**src/rtl/ckblit_pkg.sv**
```systemverilog
// Shared constants and types for the color keyed sprite blit unit.
`default_nettype none

package ckblit_pkg;

    // Largest sprite side and screen side the datapath handles
    localparam int MAX_SPRITE_SIDE = 1024;
    localparam int MAX_SCREEN_SIDE = 2048;

    // Counter and screen coordinate widths
    localparam int CNT_W = $clog2(MAX_SPRITE_SIDE);
    localparam int POS_W = $clog2(MAX_SCREEN_SIDE);

    // Configuration register indexes
    localparam int CFG_ADDR_W = 3;
    localparam logic [CFG_ADDR_W-1:0] REG_SPRITE_X      = 3'd0;
    localparam logic [CFG_ADDR_W-1:0] REG_SPRITE_Y      = 3'd1;
    localparam logic [CFG_ADDR_W-1:0] REG_SPRITE_WIDTH  = 3'd2;
    localparam logic [CFG_ADDR_W-1:0] REG_SPRITE_HEIGHT = 3'd3;
    localparam logic [CFG_ADDR_W-1:0] REG_ROWS_TO_DRAW  = 3'd4;
    localparam logic [CFG_ADDR_W-1:0] REG_SCREEN_WIDTH  = 3'd5;
    localparam logic [CFG_ADDR_W-1:0] REG_SCREEN_HEIGHT = 3'd6;
    localparam logic [CFG_ADDR_W-1:0] REG_TRANSP_COLOR  = 3'd7;

    // One result item
    typedef struct packed {
        logic             write_enable;
        logic [POS_W-1:0] screen_col;
        logic [POS_W-1:0] screen_row;
        logic [15:0]      out_color;
        logic             last_pixel;
    } t_result;

endpackage

`default_nettype wire

```
**src/rtl/color_keyed_sprite_blit_unit.sv**
```systemverilog
// Top level: color keyed sprite blitter with screen clipping and row limit.
//
// Usage:
//   Sprite pixels arrive on the s_axis channel (16-bit color in tdata), bottom
//   stored row first, left to right. Each pixel gives exactly one result on
//   m_axis: destination column, row and color in tdata, the write strobe in
//   tuser, and tlast on the sprite's final stored pixel, where the row and
//   column counters wrap to zero.
//   Throughput is one pixel per cycle while the receiver keeps up; the position
//   math, clip compares and key compare sit between the input handshake and one
//   result register. A skid register behind the result register lets one more
//   pixel transfer while the receiver stalls; s_axis_tready drops only once both
//   are full. Configuration goes through i_cfg_we / i_cfg_addr / i_cfg_data
//   while the stream is idle. Reset clears both counters, empties the output
//   stage and loads the register defaults (1x1 sprite at 0,0, 1024x768 screen,
//   all rows drawn, key color 0).
`default_nettype none

module color_keyed_sprite_blit_unit
    import ckblit_pkg::*;
(
    input  wire logic                  i_clk,
    input  wire logic                  i_rst_n,
    // Configuration write port
    input  wire logic                  i_cfg_we,
    input  wire logic [CFG_ADDR_W-1:0] i_cfg_addr,
    input  wire logic [15:0]           i_cfg_data,
    // Pixel input
    input  wire logic                  s_axis_tvalid,
    output logic                       s_axis_tready,
    input  wire logic [15:0]           s_axis_tdata,   // [15:0] pixel_color
    // Result output
    output logic                       m_axis_tvalid,
    input  wire logic                  m_axis_tready,
    output logic [39:0]                m_axis_tdata,   // [10:0] screen_col,
                                                       // [21:11] screen_row,
                                                       // [37:22] out_color, [39:38] 0
    output logic                       m_axis_tuser,   // [0] write_enable
    output logic                       m_axis_tlast    // last_pixel
);

    // Configuration registers
    logic [11:0] r_sprite_x;
    logic [11:0] r_sprite_y;
    logic [10:0] r_sprite_width;
    logic [10:0] r_sprite_height;
    logic [10:0] r_rows_to_draw;
    logic [11:0] r_screen_width;
    logic [11:0] r_screen_height;
    logic [15:0] r_transp_color;

    // Sprite walk counters
    logic [CNT_W-1:0] r_row_count, n_row_count;
    logic [CNT_W-1:0] r_col_count, n_col_count;

    // Output stage and skid stage
    logic    r_out_valid, n_out_valid;
    logic    r_skid_valid, n_skid_valid;
    t_result r_out, n_out;
    t_result r_skid, n_skid;

    logic    in_xfer;
    t_result res;

    // Per-pixel datapath signals
    logic [10:0]        spr_w, spr_h;
    logic [11:0]        scr_w, scr_h;
    logic signed [12:0] pos_x, pos_y;
    logic               on_screen;
    logic               row_end;
    logic               last;
    logic               we;

    // Configuration writes
    always_ff @(posedge i_clk) begin
        if (!i_rst_n) begin
            r_sprite_x      <= 12'd0;
            r_sprite_y      <= 12'd0;
            r_sprite_width  <= 11'd1;
            r_sprite_height <= 11'd1;
            r_rows_to_draw  <= 11'd1024;
            r_screen_width  <= 12'd1024;
            r_screen_height <= 12'd768;
            r_transp_color  <= 16'd0;
        end else if (i_cfg_we) begin
            unique case (i_cfg_addr)
                REG_SPRITE_X:      r_sprite_x      <= i_cfg_data[11:0];
                REG_SPRITE_Y:      r_sprite_y      <= i_cfg_data[11:0];
                REG_SPRITE_WIDTH:  r_sprite_width  <= i_cfg_data[10:0];
                REG_SPRITE_HEIGHT: r_sprite_height <= i_cfg_data[10:0];
                REG_ROWS_TO_DRAW:  r_rows_to_draw  <= i_cfg_data[10:0];
                REG_SCREEN_WIDTH:  r_screen_width  <= i_cfg_data[11:0];
                REG_SCREEN_HEIGHT: r_screen_height <= i_cfg_data[11:0];
                REG_TRANSP_COLOR:  r_transp_color  <= i_cfg_data;
                default: ;
            endcase
        end
    end

    // Clamp sizes: zero sprite side acts as one, oversize saturates
    always_comb begin
        if (r_sprite_width == 11'd0)
            spr_w = 11'd1;
        else if (r_sprite_width > 11'(MAX_SPRITE_SIDE))
            spr_w = 11'(MAX_SPRITE_SIDE);
        else
            spr_w = r_sprite_width;

        if (r_sprite_height == 11'd0)
            spr_h = 11'd1;
        else if (r_sprite_height > 11'(MAX_SPRITE_SIDE))
            spr_h = 11'(MAX_SPRITE_SIDE);
        else
            spr_h = r_sprite_height;

        scr_w = (r_screen_width > 12'(MAX_SCREEN_SIDE))
              ? 12'(MAX_SCREEN_SIDE) : r_screen_width;
        scr_h = (r_screen_height > 12'(MAX_SCREEN_SIDE))
              ? 12'(MAX_SCREEN_SIDE) : r_screen_height;
    end

    // Screen position, clipping and color key
    always_comb begin
        pos_x = $signed({r_sprite_x[11], r_sprite_x})
              + $signed({3'b000, r_col_count});
        pos_y = $signed({r_sprite_y[11], r_sprite_y})
              + $signed({2'b00, spr_h})
              - 13'sd1
              - $signed({3'b000, r_row_count});

        on_screen = !pos_x[12] && (pos_x[11:0] < scr_w)
                 && !pos_y[12] && (pos_y[11:0] < scr_h);
        we = on_screen
          && ({1'b0, r_row_count} < r_rows_to_draw)
          && (s_axis_tdata != r_transp_color);

        row_end = ({1'b0, r_col_count} + 11'd1) >= spr_w;
        last    = row_end && (({1'b0, r_row_count} + 11'd1) >= spr_h);

        res.write_enable = we;
        res.screen_col   = we ? pos_x[POS_W-1:0] : '0;
        res.screen_row   = we ? pos_y[POS_W-1:0] : '0;
        res.out_color    = s_axis_tdata;
        res.last_pixel   = last;
    end

    // Counter advance on each input transfer
    always_comb begin
        n_row_count = r_row_count;
        n_col_count = r_col_count;
        if (in_xfer) begin
            if (row_end) begin
                n_col_count = '0;
                n_row_count = last ? '0 : r_row_count + 1'b1;
            end else begin
                n_col_count = r_col_count + 1'b1;
            end
        end
    end

    // Output register with skid stage
    assign s_axis_tready = !r_skid_valid;
    assign in_xfer       = s_axis_tvalid && s_axis_tready;

    always_comb begin
        n_out_valid  = r_out_valid;
        n_skid_valid = r_skid_valid;
        n_out        = r_out;
        n_skid       = r_skid;
        if (!r_out_valid || m_axis_tready) begin
            // output slot frees up this cycle
            if (r_skid_valid) begin
                n_out        = r_skid;
                n_out_valid  = 1'b1;
                n_skid_valid = 1'b0;
            end else if (in_xfer) begin
                n_out       = res;
                n_out_valid = 1'b1;
            end else begin
                n_out_valid = 1'b0;
            end
        end else if (in_xfer) begin
            // receiver stalled: park the new result
            n_skid       = res;
            n_skid_valid = 1'b1;
        end
    end

    always_ff @(posedge i_clk) begin
        if (!i_rst_n) begin
            r_row_count  <= '0;
            r_col_count  <= '0;
            r_out_valid  <= 1'b0;
            r_skid_valid <= 1'b0;
        end else begin
            r_row_count  <= n_row_count;
            r_col_count  <= n_col_count;
            r_out_valid  <= n_out_valid;
            r_skid_valid <= n_skid_valid;
        end
    end

    always_ff @(posedge i_clk) begin
        r_out  <= n_out;
        r_skid <= n_skid;
    end

    // Result ports
    assign m_axis_tvalid = r_out_valid;
    assign m_axis_tdata  = {2'b00, r_out.out_color, r_out.screen_row, r_out.screen_col};
    assign m_axis_tuser  = r_out.write_enable;
    assign m_axis_tlast  = r_out.last_pixel;

endmodule

`default_nettype wire

```
**config.mk**
```make
export PLATFORM = sky130hd
export DESIGN_NAME = color_keyed_sprite_blit_unit
export DESIGN_NICKNAME = d
export VERILOG_FILES = /design/src/rtl/ckblit_pkg.sv /design/src/rtl/color_keyed_sprite_blit_unit.sv
export SDC_FILE = /design/constraint.sdc
export NUM_CORES = 1
export LEC_CHECK = 0
export BUFFER_PORTS_ARGS = -buffer_cell sky130_fd_sc_hd__buf_2
export CAP_MARGIN = 20
export CORE_AREA = 2 2 121 181
export DETAILED_ROUTE_END_ITERATION = 8
export DIE_AREA = 0 0 123 183
export HOLD_SLACK_MARGIN = 0.15
export PLACE_DENSITY = 0.72
export SYNTH_ARGS = -nofsm -noshare
export SYNTH_HDL_FRONTEND = slang
export SYNTH_SLANG_ARGS = --single-unit
```
**constraint.sdc**
```tcl
create_clock -name i_clk -period 6.65 [get_ports i_clk]
set_input_delay 0.665 -clock i_clk [delete_from_list [all_inputs] [get_ports i_clk]]
set_output_delay 0.665 -clock i_clk [all_outputs]
set_load 0.01 [all_outputs]
```
Word-level counts from Yosys, hierarchy flattened

Index checks and enable logic that the tools add are counted.

Input port bits: 40
Logic and storage cells: 91
Bits in registers: 199
Output and inout bits: 44

Reduce and logical (&&, ||, !) cells: 28
Eq/ne operators: 8
Multiplexer cells: 14
Bitwise operators: 2
Order comparisons: 9
Add/sub/neg operators: 8

Operators by type and width:

| kind                                               | number |
|---|---|
| two-way mux 40 bit                                 | 2 |
| two-way mux 11 bit                                 | 6 |
| > comparator 12 bit, second input constant         | 2 |
| < comparator 12 bit                                | 2 |
| two-way mux 12 bit                                 | 2 |
| adder 10 x 1 -> 11 bit, second input constant      | 2 |
| greater-or-equal comparator 11 bit                 | 2 |
| > comparator 11 bit, second input constant         | 2 |
| logical NOT 11 bit                                 | 2 |
| AND reduction 2 bit                                | 11 |
| adder 10 x 1 -> 10 bit, second input constant      | 2 |
| two-way mux 10 bit                                 | 2 |
| != test 16 bit                                     | 1 |
| adder 12 x 11 -> 13 bit                            | 1 |
| adder 12 x 12 -> 13 bit                            | 1 |
| subtractor 13 x 11 -> 13 bit                       | 1 |
| subtractor 13 x 2 -> 13 bit, second input constant | 1 |
| == test 3 bit, second input constant               | 4 |
| < comparator 10 x 11 -> 1 bit                      | 1 |
| logical AND 1 bit                                  | 7 |
| == test 3 x 2 -> 1 bit, second input constant      | 2 |
| logical NOT 1 bit                                  | 4 |
| == test 3 x 1 -> 1 bit, second input constant      | 1 |
| logical NOT 3 bit                                  | 1 |
| other kinds (5)                                    | 7 |

Logic depth before layout (Yosys ltp)

Gate-level depths: netlist of the first run.

Word-level depth: 14
Mapped depth: 23
Depth with buffers taken out: 21

Worst setup path after synthesis of the first run

No wires, ideal clock.

Path type: reg2reg
From: register r_sprite_height[10]
To: register r_out, in the netlist m_axis_tdata[1], data pin
Buffers on the path: 2
Arrival time: 4,689 ps
Slack: 1,795 ps
Period minus slack after synthesis: 4,855 ps
Setup time: 166 ps
Cell stages (with the launch flop): 24
Data required time: 6,484 ps
Cells stage by stage: dfxtp_1 > clkinv_1 > nand2_1 > fa_1 > inv_1 > ha_1 > fa_1 > a211oi_1 > o21ai_0 > nand2_1 > a21oi_1 > a21o_1 > a21oi_1 > xnor2_1 > ha_1 > a211o_1 > a221o_1 > nor4_1 > o2111ai_1 > or3_1 > a311o_1 > buf_6 > buf_6 > o31ai_4

Word-level cells in the longest chain between the ends: 14
Elaborated cells on any way between the ends: 16
Classes of those cells: add/sub: 3; order compare: 2; mux: 5; reduce/logical: 6

Ends and longest elaborated chain:

| what                                                        | RTL line                            | RTL |
|---|---|---|
| start, declared                                             | color_keyed_sprite_blit_unit.sv:46  | `logic [10:0] r_sprite_height;` |
| start signal, assigned                                      | color_keyed_sprite_blit_unit.sv:90  | `REG_SPRITE_HEIGHT: r_sprite_height <= i_cfg_data[10:0];` |
| > comparator 11 bit                                         | color_keyed_sprite_blit_unit.sv:111 | `else if (r_sprite_height > 11'(MAX_SPRITE_SIDE))` |
| two-way mux 11 bit                                          | color_keyed_sprite_blit_unit.sv:111 |  |
| two-way mux 11 bit (*)                                      | color_keyed_sprite_blit_unit.sv:109 | `if (r_sprite_height == 11'd0)` |
| adder 12 x 12 -> 13 bit (*)                                 | color_keyed_sprite_blit_unit.sv:127 | `+ $signed({2'b00, spr_h})` |
| subtractor 13 x 2 -> 13 bit (*)                             | color_keyed_sprite_blit_unit.sv:128 | `- 13'sd1` |
| subtractor 13 x 11 -> 13 bit (*)                            | color_keyed_sprite_blit_unit.sv:129 | `- $signed({3'b000, r_row_count});` |
| branches (longest 2 deep; another with < comparator 12 bit) | -                                   |  |
| logical AND 1 bit (*)                                       | color_keyed_sprite_blit_unit.sv:132 | `&& !pos_y[12] && (pos_y[11:0] < scr_h);` |
| logical AND 1 bit (*)                                       | color_keyed_sprite_blit_unit.sv:134 | `&& ({1'b0, r_row_count} < r_rows_to_draw)` |
| logical AND 1 bit (*)                                       | color_keyed_sprite_blit_unit.sv:135 | `&& (s_axis_tdata != r_transp_color);` |
| two-way mux 11 bit (*)                                      | color_keyed_sprite_blit_unit.sv:141 | `res.screen_col = we ? pos_x[POS_W-1:0] : '0;` |
| two-way mux 40 bit (*)                                      | color_keyed_sprite_blit_unit.sv:176 | `end else if (in_xfer) begin` |
| two-way mux 40 bit (*)                                      | color_keyed_sprite_blit_unit.sv:172 | `if (r_skid_valid) begin` |
| end signal, assigned                                        | color_keyed_sprite_blit_unit.sv:204 | `r_out <= n_out;` |
| end, declared                                               | color_keyed_sprite_blit_unit.sv:59  | `t_result r_out, n_out;` |

Mark *: on every way between the ends. The select of a mux whose other input is x is not followed.
A chain may end at the register's enable or synchronous reset.

Worst setup path after layout of the first run

From: register r_sprite_height[10]
To: register r_out, in the netlist m_axis_tdata[17], data pin

Word-level cells in the longest chain between the ends: 14
Elaborated cells on any way between the ends: 16
Classes of those cells: add/sub: 3; order compare: 2; mux: 5; reduce/logical: 6

Ends and longest elaborated chain:

| what                                                        | RTL line                            | RTL |
|---|---|---|
| > comparator 11 bit                                         | color_keyed_sprite_blit_unit.sv:111 |  |
| two-way mux 11 bit                                          | color_keyed_sprite_blit_unit.sv:111 |  |
| two-way mux 11 bit (*)                                      | color_keyed_sprite_blit_unit.sv:109 |  |
| adder 12 x 12 -> 13 bit (*)                                 | color_keyed_sprite_blit_unit.sv:127 |  |
| subtractor 13 x 2 -> 13 bit (*)                             | color_keyed_sprite_blit_unit.sv:128 |  |
| subtractor 13 x 11 -> 13 bit (*)                            | color_keyed_sprite_blit_unit.sv:129 |  |
| branches (longest 5 deep; another with < comparator 12 bit) | -                                   |  |
| two-way mux 11 bit (*)                                      | color_keyed_sprite_blit_unit.sv:142 | `res.screen_row = we ? pos_y[POS_W-1:0] : '0;` |
| two-way mux 40 bit (*)                                      | color_keyed_sprite_blit_unit.sv:176 |  |
| two-way mux 40 bit (*)                                      | color_keyed_sprite_blit_unit.sv:172 |  |

Marked as above.

==> flow_metrics.env, run 1 <==
export IMPL_path_clk_slew_ns=0.08
export IMPL_wl_per_cell_um=17.5
export IMPL_pin_count=84
export IMPL_ys_ff_latch=199
export IMPL_fin_util_pct=58.2
export IMPL_grt_setup_unrepaired="no"
export IMPL_drtPass1Iterations=5
export IMPL_grt_antenna_before_repair=0
export IMPL_dieArea_mm2=0.0225
export IMPL_outcome="finished clean"
export IMPL_regArea_mm2=0.00479
export IMPL_wl_um=26600
export IMPL_pwr_share_seq_pct=47.4
export IMPL_cts_sinks=199
export IMPL_finalNonFillerCells=1522
export IMPL_ir_drop_v=0.000200
export IMPL_grt_overflow=0
export IMPL_cts_tree="yes"
export IMPL_avgSynthCellArea_um2=9.28
export IMPL_tns_ns=0
export IMPL_die_w_um=123
export IMPL_max_freq_ghz=0.176
export IMPL_place_inst=1487
export IMPL_swShare_pct=28.1
export IMPL_synth_area_leader_cell="edfxtp_1"
export IMPL_grt_total_usage_pct=24.3
export IMPL_htreeDepth=4
export IMPL_yosysWarnings=0
export IMPL_cap_viol_max_count=0
export IMPL_synth_area_leaders="edfxtp_1 22%, dfxtp_1 21%, nand2_1 9.9%"
export IMPL_maxSlewViolCount=0
export IMPL_path_max_fanout=37
export IMPL_critPathArrivalTime_ns=5.96
export IMPL_netlist_area_leader_share_pct=21.6
export IMPL_netlist_area_mm2=0.0111
export IMPL_period_needed_ns=5.69
export IMPL_routed_via_density=5.58
export IMPL_grt_pass1_wl_um=42400
export IMPL_cts_resized_gates=0
export IMPL_grt_pass1_vias=8328
export IMPL_synth_seq_area_share_pct=43.1
export IMPL_p_sw_uw=792
export IMPL_start_kind="flop"
export IMPL_remaining_drc_errors=0
export IMPL_grt_max_degree=135
export IMPL_cts_made_buffers=17
export IMPL_num_vias=8489
export IMPL_tightest_slew_ns=0.990
export IMPL_syn_inst=1198
export IMPL_cts_hold_buf=0
export IMPL_portBuffers=81
export IMPL_globalplace_congestion=0.930
export IMPL_slew_headroom_pct=34.0
export IMPL_ant_nets=0
export IMPL_whs_path_depth=1
export IMPL_antennaDiodeCount=0
export IMPL_placed_cell_area_mm2=0.0116
export IMPL_crit_type="reg2reg"
export IMPL_critPathCaptureType="flop"
export IMPL_start_util_pct=53.0
export IMPL_power_density_mw_per_mm2=231
export IMPL_p_comb_share_pct=17.1
export IMPL_nets=1370
export IMPL_ff2ff_setup_slack_ns=0.96
export IMPL_n_fill_cell=1821
export IMPL_final_hold_violation_count=0
export IMPL_setup_violations=0
export IMPL_synth_ff_type="dfxtp_1"
export IMPL_cts_buffer_depth=2
export IMPL_finalCritPeriodShare_pct=85.5
export IMPL_synthArstFlopShare_pct=0
export IMPL_synth_edf_count=80
export IMPL_intPower_mw=2.03
export IMPL_clock_latency_ns=0.45
export IMPL_final_area_mm2=0.0122
export IMPL_ys_types=58
export IMPL_p_leak_nw=4.80
export IMPL_dp_hpwl_um=19000
export IMPL_cts_setup_buffers=0
export IMPL_ff2ff_path_depth=22
export IMPL_drt_iter0_drc=570
export IMPL_worstPathRequired_ns=6.92
export IMPL_hold_class="in2reg"
export IMPL_multi_input_area_mm2=0.00571
export IMPL_clkPwrFrac_pct=35.5
export IMPL_area_delta_synth_final_pct=9.85
export IMPL_core_mm2=0.0210
export IMPL_rows=65
export IMPL_fp_dieH_um=183
export IMPL_cts_root_buf="clkbuf_16"
export IMPL_drive_above_1_share_pct=12.8
export IMPL_clock_skew_final_ns=0.0157
-- logic make-up (layout without fill, tap and decap cells) --
family / after synthesis / in the layout / share of synthesized area [%]
XOR/XNOR: 48 / 48 / 3.78
AND/OR/NAND/NOR: 464 / 464 / 18.1
adder cells (fa/ha/maj): 89 / 89 / 10.8
flip-flops: 199 / 199 / 43.1
AO/OA/AOI/OAI: 233 / 233 / 16.8
other: 1 / 2 / 0.0337
buffers and inverters: 147 / 202 / 5.69
multiplexers: 17 / 17 / 1.71
-- power groups by stage --
stage | Clock (mW) | Combinational (mW) | Sequential, mW
after detailed placement | 0 | 0.478 | 1.37
after global routing | 1.05 | 0.532 | 1.34
after floorplan | 0 | 0.347 | 1.38
after CTS | 1.01 | 0.480 | 1.34
after global placement | 0 | 0.467 | 1.37
final | 1.00 | 0.482 | 1.34
-- sequential cells by signal, summed over array words and instances (netlist names) --
register         count
r_skid              40
r_rows_to_draw      11
r_screen_width      12
m_axis_tvalid        1
r_skid_valid         1
r_sprite_x          12
r_sprite_height     11
m_axis_tlast         1
r_screen_height     12
m_axis_tuser         1
r_row_count         10
r_transp_color      16
m_axis_tdata        38
r_sprite_y          12
r_col_count         10
r_sprite_width      11
-- area by class of cell --
| type | instances | area share (%) |
|---|---|---|
| Clock buffer | 23 | 4.11 |
| Multi-Input combinational cell | 853 | 46.8 |
| Inverter | 79 | 2.43 |
| Timing Repair Buffer | 91 | 4.18 |
| Clock inverter | 9 | 0.533 |
| Tap cell | 268 | 2.75 |
| Sequential cell | 199 | 39.2 |
-- per-stage QoR --
stage                     hold slack, ns  power [mW]  setup slack (ns)
after global placement             0.450        1.83              1.13
after detailed placement           0.458        1.84             0.989
after global routing               0.428        2.93             0.498
after CTS                          0.426        2.83             0.959
final                              0.439        2.82             0.962
after floorplan                    0.439        1.72              1.80
-- cell usage after synthesis, drive strengths merged (6+ instances only) --
cell type,count
a211oi,6
a21boi,95
a21o,6
a21oi,27
and3,15
buf,21
clkbuf,47
dfxtp,119
edfxtp,80
fa,12
ha,77
inv,77
mux2,16
nand2,294
nand3,30
nand3b,15
nand4,6
nor2,51
nor2b,13
nor3,14
nor4,9
o21a,9
o21ai,20
o22ai,13
o31ai,24
xnor2,19
xor2,29
-- placed cells by master (no fill, tap or decap), drive strengths merged, types with 27 or more instances in the layout --
| master | netlist | layout |
|---|---|---|
| nor2 | 51 | 51 |
| a21boi | 95 | 95 |
| a21oi | 27 | 27 |
| dfxtp | 119 | 119 |
| xor2 | 29 | 29 |
| inv | 77 | 80 |
| nand2 | 294 | 294 |
| edfxtp | 80 | 80 |
| ha | 77 | 77 |
| buf | 21 | 91 |
| nand3 | 30 | 30 |
-- worst max-delay path: stages (launching register included) --
cell and delay [ns]:
dfxtp_1 0.35, clkinv_1 0.18, nand2_1 0.13, fa_1 0.49, inv_1 0.04, ha_1 0.21, fa_1 0.42, a211oi_1 0.20
o21ai_0 0.14, nand2_1 0.09, a21oi_1 0.09, a21o_1 0.19, a21oi_1 0.16, xnor2_1 0.14, ha_1 0.26, a211o_1 0.30
a221o_1 0.25, nor4_1 0.18, o2111ai_1 0.15, or3_1 0.32, a311o_2 0.66, buf_4 0.33, o31ai_4 0.18
-- final timing paths --
path / start / to
worst max-delay path: r_sprite_height[10] / m_axis_tdata[17]
worst min-delay path: s_axis_tdata[5] / r_skid[6]
worst max register to register: r_sprite_height[10] / m_axis_tdata[17]
worst min register to register: r_sprite_y[5] / r_sprite_y[5]
-- per-layer routing --
metal / global-route usage [%] / vias to the layer above / wire length [um]
li1: - / 4196 / -
met1: 29.2 / 4068 / 11200
met2: 42.7 / 182 / 13400
met3: 3.98 / 43 / 1170
met4: 9.95 / 0 / 784
met5: 0 / - / 0
Note: power is estimated with default switching activity, not from simulation.
==> run 2, diff against run 1 <==
--- a/config.mk
+++ b/config.mk
@@ -7,5 +7,5 @@
 export LEC_CHECK = 0
 export BUFFER_PORTS_ARGS = -buffer_cell sky130_fd_sc_hd__buf_2
-export CAP_MARGIN = 20
+export CAP_MARGIN = 10
 export CORE_AREA = 2 2 121 181
 export DETAILED_ROUTE_END_ITERATION = 8
==> constraint.sdc (replaced) <==
create_clock -name i_clk -period 6.65 [get_ports i_clk]
set_input_delay 0.665 -clock i_clk [delete_from_list [all_inputs] [get_ports i_clk]]
set_output_delay 0.665 -clock i_clk [all_outputs]
set_load 0.1 [all_outputs]
==> run 2 against run 1 <==
  * Via count hardly changed
  * Clock power barely moved
  * Register-to-register slack got worse by 0.04 ns
  * Combinational power rose by 30%
  * Largest power group unchanged
  * Worst setup slack lost 0.040 ns
==> flow_metrics.env, run 2 (synthesis gave the netlist of run 1 again) <==
export IMPL_grt_setup_unrepaired="no"
export IMPL_rows=65
export IMPL_wl_um=26400
export IMPL_start_kind="flop"
export IMPL_critPathArrivalTime_ns=5.99
export IMPL_outcome="finished clean"
export IMPL_cts_tree="yes"
export IMPL_top_register="r_skid"
export IMPL_hold_class="in2reg"
export IMPL_r2r_start="r_sprite_height[10]"
export IMPL_final_common_cell="nand2_1"
export IMPL_largest_register_ffs=40
export IMPL_die_w_um=123
export IMPL_worstPathRequired_ns=6.91
export IMPL_routed_via_density=5.58
export IMPL_nets=1367
export IMPL_whs_path_depth=1
export IMPL_ant_nets=0
export IMPL_ff2ff_path_depth=22
export IMPL_grt_total_usage_pct=24.4
export IMPL_cts_made_buffers=17
export IMPL_grt_pass1_vias=8278
export IMPL_n_fill_cell=1845
export IMPL_cts_setup_buffers=0
export IMPL_grt_antenna_before_repair=0
export IMPL_max_freq_ghz=0.175
export IMPL_clock_latency_ns=0.44
export IMPL_globalplace_congestion=0.930
export IMPL_htreeDepth=4
export IMPL_hp_start="s_axis_tdata[5]"
export IMPL_ff2ff_setup_slack_ns=0.92
export IMPL_maxSlewViolCount=0
export IMPL_critPathCaptureType="flop"
export IMPL_tightest_slew_ns=1.20
export IMPL_wl_per_cell_um=17.3
export IMPL_worstHoldEndpoint="r_skid[6]"
export IMPL_cts_sinks=199
export IMPL_slew_headroom_pct=20.0
export IMPL_start_util_pct=53.0
export IMPL_clock_skew_final_ns=0.0128
export IMPL_period_needed_ns=5.73
export IMPL_power_density_mw_per_mm2=246
export IMPL_grt_pass1_wl_um=42300
export IMPL_core_mm2=0.0210
export IMPL_r2r_end="m_axis_tdata[17]"
export IMPL_critPathLaunch="r_sprite_height[10]"
export IMPL_grt_overflow=0
export IMPL_grt_max_degree=135
export IMPL_cts_buffer_depth=2
export IMPL_final_hold_violation_count=0
export IMPL_p_leak_nw=4.78
export IMPL_ir_drop_v=0.000198
export IMPL_cts_hold_buf=0
export IMPL_remaining_drc_errors=0
export IMPL_place_inst=1486
export IMPL_cap_viol_max_count=0
export IMPL_portBuffers=81
export IMPL_setup_violations=0
export IMPL_num_vias=8481
export IMPL_path_max_fanout=37
export IMPL_drt_iter0_drc=580
export IMPL_cts_resized_gates=0
export IMPL_final_cell_mix="294 x nand2_1, 118 x dfxtp_1, 95 x a21boi_0"
export IMPL_pin_count=84
export IMPL_path_clk_slew_ns=0.08
export IMPL_crit_type="reg2reg"
export IMPL_drtPass1Iterations=5
export IMPL_fp_dieH_um=183
export IMPL_cts_root_buf="clkbuf_16"
export IMPL_finalCritPeriodShare_pct=86.1
export IMPL_finalNonFillerCells=1520
export IMPL_dieArea_mm2=0.0225
export IMPL_drive_above_1_share_pct=12.6
export IMPL_area_delta_synth_final_pct=9.51
export IMPL_tns_ns=0
export IMPL_dp_hpwl_um=19000
==> run 2: cell count changes in the layout (fill, tap and decap cells not counted), sizes merged <==
cell,previous run,this run
clkinv,7,5
diode,0,1
clkinvlp,1,0
bufinv,0,1
buf,91,88
inv,80,82
==> run 2: worst max-delay path by stage <==
stage,endpoint
CTS,m_axis_tdata[17]
global placement,m_axis_tdata[17]
floorplan,m_axis_tdata[1]
detailed placement,m_axis_tdata[17]
global route,m_axis_tdata[17]
finish,m_axis_tdata[17]
==> run 2: stage by stage <==
| stage | util [%] | total power, mW | area (um^2) | setup slack [ns] | hold slack (ns) |
|---|---|---|---|---|---|
| finish | 58.0 | 2.99 | 12200 | 0.922 | 0.445 |
| detailed placement | 55.2 | 1.99 | 11600 | 0.967 | 0.458 |
| global placement | 55.2 | 1.98 | 11600 | 1.13 | 0.450 |
| floorplan | - | 1.87 | 11100 | 1.80 | 0.439 |
| CTS | 58.0 | 3.01 | 12200 | 0.933 | 0.428 |
| global route | 58.0 | 3.10 | 12200 | 0.587 | 0.435 |
==> run 2: layout make-up <==
cell class	instances	area [um^2]	area share (%)
clock buffer	23	490	4.03
tap	268	335	2.76
sequential	199	4790	39.3
antenna	1	2.50	0.0206
multi-input combinational	853	5710	46.9
clock inverter	9	88.8	0.730
inverter	79	297	2.44
timing repair buffer	88	458	3.76
==> run 2: critical path, cell delays in order (launching register included) <==
cell and delay, ns:
dfxtp_1 0.34, clkinv_1 0.19, nand2_1 0.13, fa_1 0.49, inv_1 0.04, ha_1 0.21
fa_1 0.43, a211oi_1 0.22, o21ai_0 0.16, nand2_1 0.10, a21oi_1 0.09, a21o_1 0.19
a21oi_1 0.16, xnor2_1 0.14, ha_1 0.26, a211o_1 0.30, a221o_1 0.25, nor4_1 0.18
o2111ai_1 0.15, or3_1 0.32, a311o_2 0.66, buf_4 0.33, o31ai_4 0.18
==> run 2: power by group <==
group | leakage [nW] | internal [mW] | total [mW] | switching, mW
Combinational | 2.76 | 0.170 | 0.628 | 0.458
Sequential | 1.72 | 1.32 | 1.34 | 0.0185
Clock | 0.292 | 0.564 | 1.02 | 0.458
==> run 2: layer usage <==
metal / up-vias / routed length (um) / GRT usage [%]
li1: 4197 / - / -
met5: - / 0 / 0
met2: 213 / 13200 / 43.0
met1: 4019 / 11100 / 29.0
met4: 0 / 894 / 10.5
met3: 52 / 1200 / 3.61
